[src/rtl/core/playfair_pkg.sv]
// shared types, constants and helper functions of the playfair digraph cipher
`default_nettype none

package playfair_pkg;

   // request type codes
   localparam logic [1:0] REQ_KEY_LETTER = 2'd0;
   localparam logic [1:0] REQ_KEY_END    = 2'd1;
   localparam logic [1:0] REQ_PAIR       = 2'd2;

   // square geometry and letter constants
   localparam logic [4:0] CELLS       = 5'd25;
   localparam logic [4:0] LAST_LETTER = 5'd25;
   localparam logic [4:0] IDX_J       = 5'd9;
   localparam logic [2:0] LAST_COORD  = 3'd4;
   localparam logic [7:0] ASCII_UPPER_A = 8'd65;
   localparam logic [7:0] ASCII_UPPER_Z = 8'd90;
   localparam logic [7:0] ASCII_LOWER_A = 8'd97;
   localparam logic [7:0] ASCII_LOWER_Z = 8'd122;
   localparam logic [6:0] OUT_BASE      = 7'd65;

   typedef enum logic [2:0] {
      ST_IDLE,
      ST_SWEEP,
      ST_POS,
      ST_MAP,
      ST_EMIT
   } state_type;

   // case-folded letter: ok is low for non-letters and for J or j
   typedef struct packed {
      logic       ok;
      logic [4:0] idx;
   } letter_type;

   // command to the shared placement unit
   typedef struct packed {
      logic       place;
      logic       clear;
      logic [4:0] idx;
   } place_cmd_type;

   // a two-address read of one of the square stores
   typedef struct packed {
      logic       en;
      logic [4:0] addr_a;
      logic [4:0] addr_b;
   } read_cmd_type;

   function automatic letter_type fold_letter(input logic [7:0] code);
      letter_type res;
      logic [7:0] diff;
      res  = '0;
      diff = '0;
      if (code >= ASCII_UPPER_A && code <= ASCII_UPPER_Z) begin
         diff    = code - ASCII_UPPER_A;
         res.ok  = 1'b1;
         res.idx = diff[4:0];
      end else if (code >= ASCII_LOWER_A && code <= ASCII_LOWER_Z) begin
         diff    = code - ASCII_LOWER_A;
         res.ok  = 1'b1;
         res.idx = diff[4:0];
      end
      if (res.idx == IDX_J) begin
         res.ok = 1'b0;
      end
      return res;
   endfunction

   // row of a cell number 0..24
   function automatic logic [2:0] pos_row(input logic [4:0] pos);
      logic [2:0] row;
      if (pos >= 5'd20) begin
         row = 3'd4;
      end else if (pos >= 5'd15) begin
         row = 3'd3;
      end else if (pos >= 5'd10) begin
         row = 3'd2;
      end else if (pos >= 5'd5) begin
         row = 3'd1;
      end else begin
         row = 3'd0;
      end
      return row;
   endfunction

   // row times five, as a cell number
   function automatic logic [4:0] row_base(input logic [2:0] row);
      return {row, 2'b00} + {2'b00, row};
   endfunction

   // one step around the square, forward or back
   function automatic logic [2:0] step_coord(input logic [2:0] v, input logic back);
      logic [2:0] res;
      if (back) begin
         res = (v == 3'd0) ? LAST_COORD : v - 3'd1;
      end else begin
         res = (v == LAST_COORD) ? 3'd0 : v + 3'd1;
      end
      return res;
   endfunction

endpackage

`default_nettype wire

[src/rtl/core/playfair_if.sv]
// request, response and register-write channel interfaces
`default_nettype none

interface playfair_req_if;
   logic       valid;
   logic       ready;
   logic [1:0] req_type;
   logic [7:0] letter_a;
   logic [7:0] letter_b;

   modport source (output valid, req_type, letter_a, letter_b, input ready);
   modport sink   (input valid, req_type, letter_a, letter_b, output ready);
endinterface

interface playfair_rsp_if;
   logic       valid;
   logic       ready;
   logic [6:0] out_a;
   logic [6:0] out_b;
   logic       error_flag;

   modport source (output valid, out_a, out_b, error_flag, input ready);
   modport sink   (input valid, out_a, out_b, error_flag, output ready);
endinterface

interface playfair_csr_if;
   logic valid;
   logic ready;
   logic decrypt_mode;

   modport source (output valid, decrypt_mode, input ready);
   modport sink   (input valid, decrypt_mode, output ready);
endinterface

`default_nettype wire

[src/rtl/core/playfair_digraph_cipher.sv]
// playfair digraph cipher: key square builder and pair enciphering sequencer
//
// req_ch carries requests: a key letter, a key end, or a letter pair.
// Key letters are folded to upper case; non-letters and J are dropped.
// A key end on a square not yet ready has one placement unit sweep the
// alphabet into the free cells, one letter a cycle. A pair passes a
// position read, a cell read through the pair rules, then the write of
// the result into the rsp_ch register, which waits until that register
// is free. A pair that fails (square not ready, or a letter not in the
// square) skips both reads and returns zeros with error_flag set.
// Key requests give no result. req_ch.ready is high only between requests.
// csr_ch writes decrypt_mode at any time it is valid; write it only when
// the block is idle. Reset clears the square, the mode and any result.
// When the receiver stalls, the result is held in its register and the
// block still takes key requests; a further pair is taken but holds in its
// last step until the result register is free.
`default_nettype none

module playfair_digraph_cipher
   import playfair_pkg::*;
(
   input wire logic     clock,
   input wire logic     reset,
   playfair_req_if.sink   req_ch,
   playfair_rsp_if.source rsp_ch,
   playfair_csr_if.sink   csr_ch
);

   state_type     state_ff;
   state_type     state_in;
   logic [4:0]    a_idx_ff;
   logic [4:0]    b_idx_ff;
   logic          err_ff;
   logic [4:0]    sweep_ff;
   logic          square_ready_ff;
   logic          decrypt_mode_ff;
   logic          rsp_valid_ff;
   logic [6:0]    out_a_ff;
   logic [6:0]    out_b_ff;
   logic          error_flag_ff;
   logic          req_ready;
   logic          req_fire;
   logic          slot_free;
   logic          pair_bad;
   letter_type    fold_a;
   letter_type    fold_b;
   place_cmd_type place_cmd;
   read_cmd_type  pos_rd;
   read_cmd_type  cell_rd;
   logic [4:0]    pos_a;
   logic [4:0]    pos_b;
   logic [4:0]    cell_a;
   logic [4:0]    cell_b;
   logic [4:0]    map_a;
   logic [4:0]    map_b;

   playfair_square u_square (
      .clock     (clock),
      .reset     (reset),
      .place_cmd (place_cmd),
      .pos_rd    (pos_rd),
      .cell_rd   (cell_rd),
      .pos_a_ff  (pos_a),
      .pos_b_ff  (pos_b),
      .cell_a_ff (cell_a),
      .cell_b_ff (cell_b)
   );

   playfair_coord u_coord (
      .back   (decrypt_mode_ff),
      .pos_a  (pos_a),
      .pos_b  (pos_b),
      .cell_a (map_a),
      .cell_b (map_b)
   );

   // channel decode
   assign fold_a    = fold_letter(req_ch.letter_a);
   assign fold_b    = fold_letter(req_ch.letter_b);
   assign req_fire  = req_ch.valid && req_ready;
   assign slot_free = !rsp_valid_ff || rsp_ch.ready;
   assign pair_bad  = !square_ready_ff || !fold_a.ok || !fold_b.ok;

   assign req_ch.ready      = req_ready;
   assign csr_ch.ready      = 1'b1;
   assign rsp_ch.valid      = rsp_valid_ff;
   assign rsp_ch.out_a      = out_a_ff;
   assign rsp_ch.out_b      = out_b_ff;
   assign rsp_ch.error_flag = error_flag_ff;

   // next state
   always_comb begin
      state_in = state_ff;
      unique case (state_ff)
         ST_IDLE: begin
            if (req_fire) begin
               if (req_ch.req_type == REQ_KEY_END && !square_ready_ff) begin
                  state_in = ST_SWEEP;
               end else if (req_ch.req_type == REQ_PAIR) begin
                  state_in = pair_bad ? ST_EMIT : ST_POS;
               end
            end
         end
         ST_SWEEP: begin
            if (sweep_ff == LAST_LETTER) begin
               state_in = ST_IDLE;
            end
         end
         ST_POS: begin
            state_in = ST_MAP;
         end
         ST_MAP: begin
            state_in = ST_EMIT;
         end
         ST_EMIT: begin
            if (slot_free) begin
               state_in = ST_IDLE;
            end
         end
         default: begin
            state_in = ST_IDLE;
         end
      endcase
   end

   // sequencer outputs
   always_comb begin
      req_ready = 1'b0;
      place_cmd = '0;
      pos_rd    = '0;
      cell_rd   = '0;
      unique case (state_ff)
         ST_IDLE: begin
            req_ready = 1'b1;
            if (req_fire && req_ch.req_type == REQ_KEY_LETTER && fold_a.ok) begin
               place_cmd.place = 1'b1;
               place_cmd.clear = square_ready_ff;
               place_cmd.idx   = fold_a.idx;
            end
         end
         ST_SWEEP: begin
            place_cmd.place = (sweep_ff != IDX_J);
            place_cmd.idx   = sweep_ff;
         end
         ST_POS: begin
            pos_rd.en     = 1'b1;
            pos_rd.addr_a = a_idx_ff;
            pos_rd.addr_b = b_idx_ff;
         end
         ST_MAP: begin
            cell_rd.en     = 1'b1;
            cell_rd.addr_a = map_a;
            cell_rd.addr_b = map_b;
         end
         ST_EMIT: begin
         end
         default: begin
         end
      endcase
   end

   // control registers
   always_ff @(posedge clock) begin
      if (reset) begin
         state_ff        <= ST_IDLE;
         sweep_ff        <= '0;
         square_ready_ff <= 1'b0;
         decrypt_mode_ff <= 1'b0;
         rsp_valid_ff    <= 1'b0;
      end else begin
         state_ff <= state_in;

         if (csr_ch.valid) begin
            decrypt_mode_ff <= csr_ch.decrypt_mode;
         end

         // alphabet sweep counter and square ready flag
         if (state_ff == ST_SWEEP) begin
            sweep_ff <= sweep_ff + 5'd1;
            if (sweep_ff == LAST_LETTER) begin
               square_ready_ff <= 1'b1;
            end
         end else begin
            sweep_ff <= '0;
         end
         if (req_fire && req_ch.req_type == REQ_KEY_LETTER && fold_a.ok) begin
            square_ready_ff <= 1'b0;
         end

         // response valid
         if (state_ff == ST_EMIT && slot_free) begin
            rsp_valid_ff <= 1'b1;
         end else if (rsp_ch.ready) begin
            rsp_valid_ff <= 1'b0;
         end
      end
   end

   // pair payload registers
   always_ff @(posedge clock) begin
      if (req_fire && req_ch.req_type == REQ_PAIR) begin
         a_idx_ff <= fold_a.idx;
         b_idx_ff <= fold_b.idx;
         err_ff   <= pair_bad;
      end
      if (state_ff == ST_EMIT && slot_free) begin
         out_a_ff      <= err_ff ? 7'd0 : OUT_BASE + {2'b00, cell_a};
         out_b_ff      <= err_ff ? 7'd0 : OUT_BASE + {2'b00, cell_b};
         error_flag_ff <= err_ff;
      end
   end

endmodule

`default_nettype wire

[src/rtl/core/playfair_coord.sv]
// playfair pair rules: maps two square positions to the two output cells
`default_nettype none

module playfair_coord
   import playfair_pkg::*;
(
   input  wire logic       back,
   input  wire logic [4:0] pos_a,
   input  wire logic [4:0] pos_b,
   output logic      [4:0] cell_a,
   output logic      [4:0] cell_b
);

   logic [2:0] row_a;
   logic [2:0] row_b;
   logic [2:0] col_a;
   logic [2:0] col_b;
   logic [4:0] col_a_full;
   logic [4:0] col_b_full;
   logic [2:0] new_row_a;
   logic [2:0] new_row_b;
   logic [2:0] new_col_a;
   logic [2:0] new_col_b;

   // split cell numbers into row and column
   always_comb begin
      row_a      = pos_row(pos_a);
      row_b      = pos_row(pos_b);
      col_a_full = pos_a - row_base(row_a);
      col_b_full = pos_b - row_base(row_b);
      col_a      = col_a_full[2:0];
      col_b      = col_b_full[2:0];
   end

   // same row, same column, or rectangle
   always_comb begin
      new_row_a = row_a;
      new_row_b = row_b;
      new_col_a = col_a;
      new_col_b = col_b;
      priority if (row_a == row_b) begin
         new_col_a = step_coord(col_a, back);
         new_col_b = step_coord(col_b, back);
      end else if (col_a == col_b) begin
         new_row_a = step_coord(row_a, back);
         new_row_b = step_coord(row_b, back);
      end else begin
         new_col_a = col_b;
         new_col_b = col_a;
      end
   end

   assign cell_a = row_base(new_row_a) + {2'b00, new_col_a};
   assign cell_b = row_base(new_row_b) + {2'b00, new_col_b};

endmodule

`default_nettype wire

[src/rtl/core/playfair_square.sv]
// key square stores and the shared letter placement unit
`default_nettype none

module playfair_square
   import playfair_pkg::*;
(
   input  wire logic          clock,
   input  wire logic          reset,
   input  wire place_cmd_type place_cmd,
   input  wire read_cmd_type  pos_rd,
   input  wire read_cmd_type  cell_rd,
   output logic         [4:0] pos_a_ff,
   output logic         [4:0] pos_b_ff,
   output logic         [4:0] cell_a_ff,
   output logic         [4:0] cell_b_ff
);

   logic [4:0]  cells_mem [0:24];
   logic [4:0]  pos_mem   [0:25];
   logic [25:0] used_ff;
   logic [25:0] used_in;
   logic [4:0]  fill_ff;
   logic [4:0]  fill_in;
   logic        used_now;
   logic [4:0]  fill_now;
   logic        do_place;

   // placement decision, seen against a cleared square when starting afresh
   always_comb begin
      used_now = place_cmd.clear ? 1'b0 : used_ff[place_cmd.idx];
      fill_now = place_cmd.clear ? 5'd0 : fill_ff;
      do_place = place_cmd.place && !used_now && (fill_now < CELLS);
   end

   always_comb begin
      used_in = place_cmd.clear ? '0 : used_ff;
      fill_in = fill_now;
      if (do_place) begin
         used_in[place_cmd.idx] = 1'b1;
         fill_in                = fill_now + 5'd1;
      end
   end

   // used flags and fill count
   always_ff @(posedge clock) begin
      if (reset) begin
         used_ff <= '0;
         fill_ff <= '0;
      end else begin
         used_ff <= used_in;
         fill_ff <= fill_in;
      end
   end

   // cell and position stores
   always_ff @(posedge clock) begin
      if (do_place) begin
         cells_mem[fill_now]     <= place_cmd.idx;
         pos_mem[place_cmd.idx]  <= fill_now;
      end
   end

   // registered position reads
   always_ff @(posedge clock) begin
      if (pos_rd.en) begin
         pos_a_ff <= pos_mem[pos_rd.addr_a];
         pos_b_ff <= pos_mem[pos_rd.addr_b];
      end
   end

   // registered cell reads
   always_ff @(posedge clock) begin
      if (cell_rd.en) begin
         cell_a_ff <= cells_mem[cell_rd.addr_a];
         cell_b_ff <= cells_mem[cell_rd.addr_b];
      end
   end

endmodule

`default_nettype wire

[src/flat_wrapper.sv]
// flat-port wrapper written by rule: the top's interface ports become plain ports
module playfair_digraph_cipher_flat import playfair_pkg::*;
  (clock, reset, req_ch_valid, req_ch_req_type, req_ch_letter_a, req_ch_letter_b, req_ch_ready, rsp_ch_valid, rsp_ch_out_a, rsp_ch_out_b, rsp_ch_error_flag, rsp_ch_ready, csr_ch_valid, csr_ch_decrypt_mode, csr_ch_ready);
  playfair_req_if req_ch_i ();
  playfair_rsp_if rsp_ch_i ();
  playfair_csr_if csr_ch_i ();
  input wire logic clock;
  input wire logic reset;
  input wire logic [$bits(req_ch_i.valid)-1:0] req_ch_valid;
  input wire logic [$bits(req_ch_i.req_type)-1:0] req_ch_req_type;
  input wire logic [$bits(req_ch_i.letter_a)-1:0] req_ch_letter_a;
  input wire logic [$bits(req_ch_i.letter_b)-1:0] req_ch_letter_b;
  output wire logic [$bits(req_ch_i.ready)-1:0] req_ch_ready;
  output wire logic [$bits(rsp_ch_i.valid)-1:0] rsp_ch_valid;
  output wire logic [$bits(rsp_ch_i.out_a)-1:0] rsp_ch_out_a;
  output wire logic [$bits(rsp_ch_i.out_b)-1:0] rsp_ch_out_b;
  output wire logic [$bits(rsp_ch_i.error_flag)-1:0] rsp_ch_error_flag;
  input wire logic [$bits(rsp_ch_i.ready)-1:0] rsp_ch_ready;
  input wire logic [$bits(csr_ch_i.valid)-1:0] csr_ch_valid;
  input wire logic [$bits(csr_ch_i.decrypt_mode)-1:0] csr_ch_decrypt_mode;
  output wire logic [$bits(csr_ch_i.ready)-1:0] csr_ch_ready;
  assign req_ch_i.valid = req_ch_valid;
  assign req_ch_i.req_type = req_ch_req_type;
  assign req_ch_i.letter_a = req_ch_letter_a;
  assign req_ch_i.letter_b = req_ch_letter_b;
  assign req_ch_ready = req_ch_i.ready;
  assign rsp_ch_valid = rsp_ch_i.valid;
  assign rsp_ch_out_a = rsp_ch_i.out_a;
  assign rsp_ch_out_b = rsp_ch_i.out_b;
  assign rsp_ch_error_flag = rsp_ch_i.error_flag;
  assign rsp_ch_i.ready = rsp_ch_ready;
  assign csr_ch_i.valid = csr_ch_valid;
  assign csr_ch_i.decrypt_mode = csr_ch_decrypt_mode;
  assign csr_ch_ready = csr_ch_i.ready;
  playfair_digraph_cipher u_core (.clock(clock), .reset(reset), .req_ch(req_ch_i), .rsp_ch(rsp_ch_i), .csr_ch(csr_ch_i));
endmodule
[config.mk]
export PLATFORM = sky130hd
export DESIGN_NAME = playfair_digraph_cipher_flat
export DESIGN_NICKNAME = d
export VERILOG_FILES = /design/src/rtl/core/playfair_pkg.sv /design/src/rtl/core/playfair_if.sv /design/src/rtl/core/playfair_digraph_cipher.sv /design/src/rtl/core/playfair_coord.sv /design/src/rtl/core/playfair_square.sv /design/src/flat_wrapper.sv
export SDC_FILE = /design/constraint.sdc
export NUM_CORES = 1
export LEC_CHECK = 0
export BUFFER_PORTS_ARGS = -buffer_cell sky130_fd_sc_hd__buf_4
export CORE_MARGIN = 8
export CORE_UTILIZATION = 36
export CTS_CLUSTER_SIZE = 40
export DETAILED_ROUTE_END_ITERATION = 16
export PLACE_DENSITY = 0.56
export REMOVE_ABC_BUFFERS = 1
export SETUP_SLACK_MARGIN = 0.05
export SYNTH_ARGS = -nofsm -noshare
export SYNTH_HDL_FRONTEND = slang
export SYNTH_SLANG_ARGS = --single-unit
export TNS_END_PERCENT = 20
[constraint.sdc]
create_clock -name clock -period 7.9 [get_ports clock]
set_clock_uncertainty 0.1 [all_clocks]
set_input_delay 1.58 -clock clock [delete_from_list [all_inputs] [get_ports clock]]
set_output_delay 1.58 -clock clock [all_outputs]
set_load 0.01 [all_outputs]
==> impl_metrics.py <==
metrics = {
    "drt": {
        "antenna_left": 0,
        "drcViolationCount": 0,
        "via_per_inst": 5.69,
        "initialDrtViolationCount": 1182,
        "num_vias": 13100,
        "drt_pass1_iterations": 5,
        "drt-total-wl_mm": 50.4,
        "routedWlPerCell_um": 21.9,
    },
    "timing": {
        "hold_viol_final": 0,
        "worst_pin_slew_ps": 1140,
        "setup-violations-final": 0,
        "slew_viol_final": 0,
        "rsz0062_at_grt": "no",
        "clock.fmax_mhz": 137,
        "fin_crit_sh": 0.921,
        "period_needed_ps": 7280,
        "slew_headroom": 0.241,
    },
    "pwr": {
        "cellPowerDensity_nw_per_um2": 187,
        "p_leak_nw": 7.30,
        "ir_drop_v": 0.000167,
    },
    "global_route": {
        "grt_max_degree": 88,
        "grt_pass1_wl_mm": 77.3,
        "grtUsageTotal": 0.165,
        "overflow": 0,
        "grt_pass1_vias": 12900,
        "grt_antenna_before_repair": 1,
    },
    "job": {
        "max_cap_viol_count": 0,
    },
    "min_path": {
        "hp-class": "flop to flop",
    },
    "final_layout": {
        "fin_cells": 2301,
        "final_cell_mix": "edfxtp_1 (300), nand2_1 (137), nor2_1 (127), o21ai_0 (100), a21oi_1 (73)",
        "post_route_cells_drive_above_1_share": 0.170,
        "final_common_cell": "edfxtp_1",
        "final_util": 0.405,
        "areaGrowthSynthToFinish_pct": 11.9,
        "layout.nets": 1660,
    },
    "die": {
        "die_w_um": 242,
        "io_pins": 42,
        "dieArea_sq_um": 58700,
        "die_h_um": 242,
        "rows": 83,
        "start_util": 0.362,
        "fp.coreArea_sq_um": 51000,
    },
    "cts": {
        "root_buffer": "clkbuf_16",
        "insertion_delay_ps": 550,
        "cts_tree": "built",
        "clock_sinks": 342,
        "post_cts_buffers": 0,
        "cts-htree-levels": 2,
        "clk_pin_slew_ps": 60,
        "cts_buffers": 39,
        "clk_path_buf_depth": 3,
        "holdBufCountCts": 0,
        "cts_resized": 0,
    },
    "setup_path": {
        "crit_required_ps": 8100,
        "crit_type": "flop to flop",
        "worstPathMaxFanout": 36,
        "cp-start-kind": "flop",
        "rrSetupSlack_ps": 620,
        "cp-end-kind": "flop",
        "arrival_ps": 7480,
    },
    "logic_synthesis": {
        "synth_top_family_by_area": "compound AO/OA/AOI/OAI gates",
        "synthMuxAreaShare": 0.130,
        "mappedNetlistArea_sq_um": 18400,
        "synth_enable_flop_cells": 300,
        "synth_xor_area_frac": 0.0156,
        "synth_compound_area_frac": 0.134,
        "ys.flop_type": "edfxtp_1",
        "synthAdderAreaFrac": 0.0323,
        "yosys_register_bits": 342,
        "synth_top_area_share": 0.488,
        "yosys.area_share.simple": 0.120,
        "synth.area.top_cells": "edfxtp_1 (49%), mux4_2 (4.9%), dfxtp_1 (4.6%)",
        "yosys_warnings": 0,
        "yosys.area.top_type": "edfxtp_1",
        "seq_area_frac_synth": 0.534,
        "ys_async_sr_fraction": 0,
        "synth_cells": 1587,
        "avgSynthCellArea_sq_um": 11.6,
        "synthDistinctLibCells": 77,
    },
    "run_status": {
        "status": "finished clean",
    },
    "place": {
        "hpwl_mm": 34.1,
        "port_buffers": 40,
        "dp_cells": 2231,
        "gp_congestion": 0.883,
    },
}
## per-stage QoR
| step | worst slack, ps | hold slack, ps | area [sq um] | power (mW) | TNS [ps] |
|---|---|---|---|---|---|
| 3_3_place_gp | 745 | 335 | 19400 | 2.13 | 0 |
| 2_1_floorplan | -1080 | 319 | 18000 | 2.07 | -9940 |
| 5_1_grt | 154 | 364 | 20600 | 3.97 | 0 |
| 6_report | 624 | 347 | 20600 | 3.86 | 0 |
| 3_5_place_dp | 665 | 339 | 19400 | 2.13 | 0 |
| 4_1_cts | 644 | 352 | 20600 | 3.90 | 0 |
## worst max-delay path, stage by stage, from the launching register on
cell and delay, ps:
edfxtp_1 510, or3b_2 500, a21oi_1 140, a31oi_1 120, inv_1 130, ha_1 250, inv_1 70, ha_1 130
nor2_1 50, fa_1 380, xor2_1 160, and3_1 220, o211a_1 230, o221ai_2 390, mux2i_1 500, inv_1 120
fa_1 520, fa_1 710, nor2_2 300, buf_4 410, nand3_1 130, o211ai_1 180, o21ai_0 180, mux2_2 290
mux2_2 280
## worst paths after layout
path,endpoint,cells past startpoint,start
worst max register to register,u_core.u_square.cell_b_ff[1]$_DFFE_PN_,24,u_core.u_square.pos_a_ff[1]$_DFFE_PN_
worst min-delay path,u_core.u_square.used_ff[5]$_SDFF_PP0_,2,u_core.u_square.used_ff[5]$_SDFF_PP0_
worst max-delay path,u_core.u_square.cell_b_ff[1]$_DFFE_PN_,24,u_core.u_square.pos_a_ff[1]$_DFFE_PN_
worst min register to register,u_core.u_square.used_ff[5]$_SDFF_PP0_,2,u_core.u_square.used_ff[5]$_SDFF_PP0_
## cells in the mapped netlist, drive strengths merged, types with 19 or more instances
library cell,count
o22ai,20
edfxtp,300
mux2i,70
o21ai,107
ha,38
nand2,138
mux4,40
nor3,28
a21oi,74
a31oi,25
a221oi,25
nand3,26
inv,45
xor2,19
buf,23
a211oi,37
clkbuf,85
and3,27
mux2,71
nor2,132
dfxtp,42
and2,23
## layer usage
layer	share of wire	global-route usage	wire length (um)
met1	0.44	0.223	22400
met2	0.47	0.268	23500
met3	0.058	0.0254	2920
met4	0.032	0.0594	1620
met5	0	0	0
## flip-flops by register name, indices dropped and copies added, names as in the netlist, 6 cells and up
| name | cells |
|---|---|
| u_core.u_square.used_ff | 26 |
| u_core.rsp_ch.out_a | 6 |
| u_core.u_square.cells_mem | 125 |
| u_core.u_square.pos_mem | 130 |
| u_core.rsp_ch.out_b | 7 |
## layout make-up
class / count / area [sq um]
fillers: 4799 / 30300
flip-flops and latches: 342 / 9850
multi-input cells: 1091 / 8010
clock buffers: 46 / 1000
well taps: 680 / 851
repair buffers: 72 / 541
clock inverters: 23 / 211
inverters: 46 / 174
diodes: 1 / 2.50
## cells by family (layout without fill, tap and decap cells)
family	after synthesis	after routing
buffers and inverters	154	187
XOR/XNOR	32	32
flip-flops	342	342
AND/OR/NAND/NOR	457	457
multiplexers	181	181
AO/OA/AOI/OAI	376	376
other	1	2
adder cells (fa/ha/maj)	44	44
## report_power, final
group | internal, mW | total, mW | switching [mW]
Sequential | 1.95 | 1.97 | 0.0120
Combinational | 0.0469 | 0.128 | 0.0806
Clock | 1.01 | 1.77 | 0.754
Total | 3.01 | 3.86 | 0.847
(Power assumes the default switching activity.)
